[config.mk]
export PLATFORM = sky130hd
export DESIGN_NAME = c2c_front
export DESIGN_NICKNAME = d
export VERILOG_FILES = /design/src/rtl/core/c2c_pkg.sv /design/src/rtl/core/c2c_front.sv
export SDC_FILE = /design/constraint.sdc
export NUM_CORES = 1
export LEC_CHECK = 0
export CORE_UTILIZATION = 40
export CTS_CLUSTER_DIAMETER = 30
export CTS_CLUSTER_SIZE = 12
export DETAILED_ROUTE_END_ITERATION = 10
export DONT_BUFFER_PORTS = 1
export GPL_TIMING_DRIVEN = 0
export HOLD_SLACK_MARGIN = 0.05
export MAX_ROUTING_LAYER = met4
export PLACE_DENSITY = 0.57
export SYNTH_ARGS = -nofsm -noshare
export SYNTH_HDL_FRONTEND = slang
export SYNTH_SLANG_ARGS = --single-unit
[constraint.sdc]
create_clock -name clk -period 5.2 [get_ports clk]
set_input_delay 0.26 -clock clk [delete_from_list [all_inputs] [get_ports clk]]
set_output_delay 0.26 -clock clk [all_outputs]
set_load 0.01 [all_outputs]
[src/rtl/core/c2c_pkg.sv]
package c2c_pkg;

  localparam int MAX_DIM_DEF    = 16;
  localparam int ENTRY_BITS_DEF = 32;

  localparam int IDX_W    = 4;
  localparam int VALUE_W  = 32;
  localparam int DIM_W    = 5;
  localparam int CORR_W   = 16;
  localparam int ERR_W    = 24;
  localparam int STATUS_W = 2;
  localparam int FRAC_SH  = 16;
  localparam int DIV_STEPS = 14;

  localparam logic [DIM_W-1:0]    DIM_RESET = DIM_W'(16);
  localparam logic [CORR_W-1:0]   ONE_Q14   = CORR_W'(16384);
  localparam logic [ERR_W-1:0]    ERR_MAX   = {ERR_W{1'b1}};

  localparam logic [STATUS_W-1:0] ST_OK        = 2'd0;
  localparam logic [STATUS_W-1:0] ST_BAD_DIAG  = 2'd1;
  localparam logic [STATUS_W-1:0] ST_BAD_INDEX = 2'd2;

  typedef enum logic [1:0] {
    CMD_LOAD,
    CMD_READ,
    CMD_BAD_READ
  } cmd_kind_t;

  typedef struct packed {
    cmd_kind_t           kind;
    logic [IDX_W-1:0]    row;
    logic [IDX_W-1:0]    col;
    logic [VALUE_W-1:0]  value;
  } cmd_t;

endpackage

[src/rtl/core/c2c_front.sv]
module c2c_front #(
  parameter int MAX_DIM = c2c_pkg::MAX_DIM_DEF
) (
  input  logic                       clk,
  input  logic                       rst,
  input  logic                       push,
  output logic                       full,
  input  logic                       req_type,
  input  logic [c2c_pkg::IDX_W-1:0]  row_index,
  input  logic [c2c_pkg::IDX_W-1:0]  col_index,
  input  logic [c2c_pkg::VALUE_W-1:0] entry_value,
  input  logic [c2c_pkg::DIM_W-1:0]  dimension,
  output logic                       cmd_valid,
  input  logic                       cmd_ready,
  output c2c_pkg::cmd_t              cmd
);
  import c2c_pkg::*;

  cmd_t       slots [2];
  logic       wr_ptr;
  logic       rd_ptr;
  logic [1:0] count;
  logic       in_range;
  logic       accept;
  logic       enq;
  logic       deq;
  cmd_t       incoming;

  assign in_range = ({1'b0, row_index} < dimension) && ({1'b0, col_index} < dimension)
                  && (32'(row_index) < MAX_DIM) && (32'(col_index) < MAX_DIM);

  always_comb begin
    incoming.row   = row_index;
    incoming.col   = col_index;
    incoming.value = entry_value;
    if (!req_type) begin
      incoming.kind = CMD_LOAD;
    end else if (in_range) begin
      incoming.kind = CMD_READ;
    end else begin
      incoming.kind = CMD_BAD_READ;
    end
  end

  assign full      = (count == 2'd2);
  assign accept    = push && !full;
  // out-of-range loads are dropped here
  assign enq       = accept && (req_type || in_range);
  assign cmd_valid = (count != 2'd0);
  assign deq       = cmd_valid && cmd_ready;
  assign cmd       = slots[rd_ptr];

  always_ff @(posedge clk) begin
    if (enq) begin
      slots[wr_ptr] <= incoming;
    end
  end

  always_ff @(posedge clk) begin
    if (rst) begin
      wr_ptr <= 1'b0;
      rd_ptr <= 1'b0;
      count  <= 2'd0;
    end else begin
      if (enq) wr_ptr <= !wr_ptr;
      if (deq) rd_ptr <= !rd_ptr;
      unique case ({enq, deq})
        2'b10:   count <= count + 2'd1;
        2'b01:   count <= count - 2'd1;
        default: count <= count;
      endcase
    end
  end

endmodule

==> impl_results.md <==
* Status: complete, no violations
* Final min period at 1.92 ns
* Cts bufs inserted at 9
* IO Count at 94
* Post-cts sizing count at 0
* Worst setup SP type: flip-flop
* Gr usage total at 14.2%
* Yosys top cell by area: edfxtp_1
* Cells after synthesis at 184
* Seq/Total Area, Yosys at 76.1%
* Pins Over Slew Limit at 0
* Yosys reg bits at 89
* Core area at 8260 sq um
* Iter 0 DRT Violations at 43
* Unrepaired setup endpoints after global routing: false
* Clk Tree Root Cell: clkbuf_8
* Share of cells above drive strength 1 at 28.8%
* Die width at 94.8 microns
* Number of global-route vias before repair at 1814
* Nets at 295
* Part of the cycle the worst path needs at 37.0%
* Pin count of the biggest net entering global routing at 31
* CTS Hold Bufs at 41
* # diodes at 0
* First-pass GRT wire length at 8.95 mm
* Final setup violation count at 0
* DR vias at 1692
* DP Cell Count at 291
* Final Hold Viols at 0
* Die height at 94.8 microns
* Crit path required time at 5.46 ns
* Crit path arrival time at 2.19 ns
* F_max at 520 MHz
* Slew @ Worst Pin at 0.438 ns
* Count leader, synth: edfxtp_1
* H-tree Lvls at 3
* Relative slew margins at 70.7%
* Reg-to-reg slack, setup at 3.28 ns
* Rows at 33
* CTS sink count at 89
* Synthesized net count at 241
* Clock Skew at 0.00630 ns
* Avg Inst Size Synth at 18.7 sq um
* Skew-Pair Late Insertion Delay at 0.34 ns
* Crit Path Category: flip-flop to flip-flop
* Synthesis-to-finish area growth at 23.6%
* Total negative slack at 0 ns
* GRT overflow at 0
* Vias/cell at 4.86
* Synth top area cells: edfxtp_1 73%, mux2_2 14%, dfxtp_1 2.9%, ha_1 2.5%, nor2_1 1.1%
* Pwr per Cell Area at 442 nW/um^2
* Max_cap viols at 0
* Hold_sp: req_type
* Crit. Startpoint: count[1]$_SDFFE_PP0P_
* Maximum VDD drop at 0.233 mV
* Synth Warn # at 0
* Placed cell area at 3630 sq um
* WL per Instance at 17.0 microns
* Hold WC Path Type: input port to flip-flop
* RR Startpoint: count[1]$_SDFFE_PP0P_
* Final ANT Viol Nets at 0
* Crit path max fanout at 4
* DIE AREA at 8990 sq um
* Fin cells at 348
* HPWL after DPL at 4.02 mm
* Critical Path End Type: flip-flop
* Synth Flop Type: edfxtp_1
* Initial antenna violation count at 0
* Cell Area, Synth at 3440 sq um
* Hold slack at 0.160 ns
* Post-CTS Setup Inserts at 0
* Clock-pin slew on the worst setup and hold paths at 0.08 ns
* Leakage dissipation at 0.00146 uW
* Synth top cells by count: 84 x edfxtp_1, 42 x mux2_2, 10 x nor2_1
* Final GP Congestion at 0.753
* Starting Density at 41.7%
* Drt drc at 0
* Worst-case clock buffer depth at 2
* CTS tree: built
* DR pass1 iterations at 4
* Count of flip-flops with a built-in enable after synthesis at 84
* Post-route cell area at 4260 sq um
* Asr flop ratio synth at 0%
* Port buffer count at 0
* Top cell type's share of synthesized area at 73.2%
* Final wirelength at 5.91 mm
* Distinct cells, synth at 24
==> cells by family (layout without fill, tap and decap cells) <==
group | after synthesis | after routing | share of synthesized area [%]
simple gates | 25 | 25 | 4.07
flops | 89 | 89 | 76.1
buf+inv | 10 | 69 | 1.23
xor+xnor | 3 | 3 | 0.763
mux | 43 | 43 | 14.2
fa+ha+maj | 7 | 7 | 2.54
compound gates | 7 | 7 | 1.09
==> final timing paths <==
check                                         endpoint  cells past startpoint
worst max-delay path             count[1]$_SDFFE_PP0P_                      6
worst min-delay path            slots[1][41]$_DFFE_PP_                      1
worst max register to register   count[1]$_SDFFE_PP0P_                      6
worst min register to register               flip-flop                      2
==> where the power goes <==
part	internal, uW	switching, uW
logic	198	257
registers	902	28.8
clock network	270	228
total	1370	514
==> area by class of cell <==
class                      instances  area, sq um
fill                             691         4000
sequential                        89         2620
multi-input combinational         85          795
timing repair buffer              43          450
tap                              105          131
clock buffer                       9          124
clock inverter                     7         92.6
buffer                             5         23.8
inverter                           5         18.8
==> worst max-delay path, stage by stage (launching register included) <==
cell     delay (ns)
dfxtp_1        0.37
nor2b_1        0.27
and2b_1        0.23
nand3_2        0.16
ha_1           0.29
or3_1          0.35
a21oi_1        0.18
==> cells in the final DEF, fill, tap and decap left out <==
cell type / synthesis / routed
a21oi_1: 2 / 2
a22oi_1: 1 / 1
and2_1: 2 / 2
and2b_1: 1 / 1
buf_12: 0 / 2
buf_2: 4 / 4
bufinv_16: 0 / 2
clkbuf_1: 1 / 1
clkbuf_8: 0 / 9
clkinv_1: 0 / 1
clkinv_2: 0 / 1
clkinvlp_4: 0 / 2
dfxtp_1: 5 / 5
dlygate4sd3_1: 0 / 41
edfxtp_1: 84 / 84
ha_1: 7 / 7
inv_1: 5 / 5
inv_6: 0 / 1
mux2_2: 42 / 42
mux2_4: 1 / 1
nand2_1: 2 / 2
nand3_1: 1 / 1
nand3_2: 2 / 2
nor2_1: 10 / 8
nor2_4: 0 / 2
nor2b_1: 4 / 4
nor4_2: 1 / 1
o21ai_0: 2 / 2
o21ai_1: 2 / 2
or2_2: 1 / 1
or3_1: 1 / 1
xnor2_1: 2 / 2
xor2_1: 1 / 1
==> sequential cells by signal, summed over array words and instances, names as in the netlist, named ones only <==
signal  cells
rd_ptr      1
slots      84
count       2
wr_ptr      1
==> stage by stage <==
step                setup slack (ns)  util [%]  total power (uW)
floorplan                       1.93         -              1290
global placement                1.06      43.3              1350
detailed placement              2.98      44.0              1380
CTS                             3.25      51.6              1910
global route                    3.16      51.6              1970
finish                          3.28      51.6              1880
==> routing by layer <==
| layer | track usage, % | wire [microns] | vias up |
|---|---|---|---|
| li1 | - | - | 806 |
| met5 | - | 0 | - |
| met1 | 15.3 | 2320 | 818 |
| met3 | 2.82 | 372 | 9 |
| met2 | 25.0 | 3140 | 59 |
| met4 | 6.44 | 82 | 0 |
No activity file was read; power rests on OpenSTA's default activity.
